**src/sv/tsol_ram.sv**
```systemverilog
// Generic single-write, single-read RAM with registered read data.
`timescale 1ns / 1ps
`default_nettype none

module tsol_ram #(
  parameter int WIDTH = 8,
  parameter int DEPTH = 16,
  parameter int AW    = (DEPTH > 1) ? $clog2(DEPTH) : 1
) (
  input  wire logic             clk,
  input  wire logic             we,
  input  wire logic [AW-1:0]    waddr,
  input  wire logic [WIDTH-1:0] wdata,
  input  wire logic [AW-1:0]    raddr,
  output logic      [WIDTH-1:0] rdata
);

  logic [WIDTH-1:0] mem [DEPTH];

  // Write port and registered read port.
  always_ff @(posedge clk) begin
    if (we) begin
      mem[waddr] <= wdata;
    end
    rdata <= mem[raddr];
  end

endmodule

`default_nettype wire

```
**config.mk**
```make
export PLATFORM = sky130hd
export DESIGN_NAME = tsol_ram
export DESIGN_NICKNAME = d
export VERILOG_FILES = /design/src/sv/tsol_ram.sv
export SDC_FILE = /design/constraint.sdc
export NUM_CORES = 1
export LEC_CHECK = 0
export BUFFER_PORTS_ARGS = -buffer_cell sky130_fd_sc_hd__buf_4
export CORE_MARGIN = 5
export CORE_UTILIZATION = 54
export CTS_CLUSTER_DIAMETER = 40
export DETAILED_ROUTE_END_ITERATION = 8
export PLACE_DENSITY_LB_ADDON = 0.1
export REMOVE_ABC_BUFFERS = 1
export SLEW_MARGIN = 30
export SYNTH_ARGS = -nofsm -noshare
export SYNTH_HDL_FRONTEND = slang
export SYNTH_SLANG_ARGS = --single-unit
```
**constraint.sdc**
```tcl
create_clock -name clk -period 2 [get_ports clk]
set_input_delay 0.4 -clock clk [delete_from_list [all_inputs] [get_ports clk]]
set_output_delay 0.4 -clock clk [all_outputs]
set_load 0.02 [all_outputs]
```
==> flow_metrics.tcl <==
set metrics [dict create \
    clk_path_buf_depth 2 \
    status "finished, final reports clean" \
    dr.pass1.iters 4 \
    min_period_ns 1.46 \
    antennaDiodeCount 0 \
    grt_setup_unrepaired "false" \
    layout.nets 307 \
    cp.required_ns 1.60 \
    antenna_found_initial 0 \
    synthXorXnorAreaFrac_pct 0 \
    synthTopCellsByArea "edfxtp_1, mux4_2, mux4_1" \
    yosysSeqAreaShare_pct 77.8 \
    reg2reg_depth 3 \
    synth_area_per_cell_um2 22.5 \
    period_share_pct 73.2 \
    die_h_um 108 \
    synth_top_family_by_area "multiplexers" \
    globalRouteOverflowTotal 0 \
    timing.rr.end "rdata[0]" \
    worstPathMaxFanout 1 \
    rrSetupSlack_ns 0.63 \
    synth.most_common_cell "edfxtp_1" \
    start_kind "flop" \
    r2r-start "mem[2][0]" \
    vias 2460 \
    fmax_mhz 683 \
    synth.area.mux_share_pct 15.0 \
    min_path_type "input port to flop" \
    synth_common_cells "edfxtp_1, mux4_2, a22oi_1" \
    critical_path_arrival_ns 1.06 \
    grt_pass1_wl_um 14900 \
    drt_first_iter_violations 179 \
    synth_edf_count 128 \
    dpl.hpwl_um 6130 \
    grt_util_all_layers_pct 18.4 \
    worst_pin_slew_ns 0.431 \
    min_delay_worst_endpoint "mem[12][1]" \
    slowest_stage "dfxtp_1" \
    synth_seq_cells 136 \
    drive_gt1_share_pct 32.5 \
    holdPathStages 1 \
    cts_setup_buffers 0 \
    cp_top_family "flip-flops" \
    hold_violations 0 \
    slew_headroom_pct 71.3 \
    core_mm2 0.00928 \
    ir_drop_mv 0.739 \
    synth_compound_area_share_pct 2.33 \
    post-route-util_pct 67.2 \
    totalWireLength_um 9680 \
    gp_congestion 0.735 \
    synth_top_area_cell "edfxtp_1" \
    hp-start "wdata[1]" \
    critPathKind "flop to output pin" \
    die_area_mm2 0.0116 \
    slew_violations 0 \
    crit_chain "buf_4" \
    cts_buffers 17 \
    maxCapViolCount 0 \
    setup_violations 0 \
    cp-end-kind "output pin" \
    cpPeakStageDelay_ns 0.38 \
    port_buffers 25 \
    synth_top_area_share_pct 74.7 \
    post_drt_wl_per_cell_um 22.5 \
    synth-adder-area-share_pct 0 \
    synth_flop_cell "edfxtp_1" \
    leakage_uw 0.00215 \
    postRouteAntennaNets 0 \
    synthSimpleGateAreaFrac_pct 3.18 \
    startpoint "rdata[0]" \
    clk_latency_ns 0.51 \
    ctsResizeCount 0 \
    clk_pin_slew_ns 0.06 \
    vias_per_cell 5.71 \
    synth-warning-count 0 \
    p_per_area_mw_per_mm2 1070 \
    crit_buf_inv 1 \
    async_flop_share_pct 0 \
    ioPinCount 26 \
    cts_root_buffer "clkbuf_8" \
    syn_area_mm2 0.00515 \
    total_power_uw 6660 \
    grt_pass1_vias 2499 \
    holdBufCountCts 0 \
    cts.sinks 136 \
    synthCells 229 \
    initial_core_util_pct 55.4 \
    grt_max_degree 17 \
    cts_tree "done" \
    hold_ws_ns 0.193 \
    cts_htree_levels 4 \
    rows 35 \
    areaGrowthSynthToFinish_pct 21.2 \
    drc_errors 0 \
    finalSetupTns_ns 0 \
    fp.dieW_um 108 \
    final.setup_skew_ns 0.00918 \
    ys_types 19 \
]
## worst max path at each step
stage / end / slack (ns) / cells after the start
finish: rdata[0] / 0.54 / 1
global placement: rdata[0] / 0.09 / 5
global route: rdata[0] / 0.49 / 1
CTS: rdata[0] / 0.51 / 1
detailed placement: rdata[0] / 0.09 / 5
floorplan: mem[0][0] / 0.11 / 2
## cell type report
type,instances,area [um2]
timing repair buffer,51,420
clock buffer,17,414
fill,622,3040
sequential,136,4000
clock inverter,15,183
tap,129,161
multi-input combinational,83,1060
## metrics by stage
stage	instances	setup WS [ns]	instance area [um2]
6_report	431	0.536	6240
5_1_grt	431	0.495	6240
4_1_cts	431	0.508	6240
3_5_place_dp	399	0.0883	5640
3_3_place_gp	399	0.0871	5640
2_1_floorplan	219	0.107	5060
## flip-flops by register name, indices dropped and copies added, names as in the netlist
signal,flops
mem,128
rdata,8
## placed cells by master (no fill, tap or decap), types with 4 or more instances in the layout
cell type,instances
edfxtp_1,128
buf_4,48
nor3_1,4
a22oi_1,16
mux4_2,18
clkinv_1,4
mux4_1,14
nor2_1,13
clkbuf_16,16
dfxtp_1,8
nand2_1,9
bufinv_16,4
## kinds of logic (layout without fill, tap and decap cells)
group | after synthesis | in the layout
and+or+nand+nor | 35 | 35
muxes | 32 | 32
DFF | 136 | 136
AOI/OAI and AO/OA | 16 | 16
buffers and inverters | 10 | 83
## power by group
group	leakage, uW	switching, uW	internal [uW]
clock	0.000288	1110	2000
combinational	0.000641	183	158
sequential	0.00122	21.1	3190
## per-layer routing
layer | up-vias | GRT usage [%] | part of all wire, %
li1 | 1095 | - | -
met2 | 71 | 28.4 | 49
met4 | 0 | 5.14 | 1.1
met3 | 12 | 5.52 | 5.0
met5 | - | 0 | 0
met1 | 1282 | 25.7 | 45
Note: power is estimated with default switching activity, not from simulation.
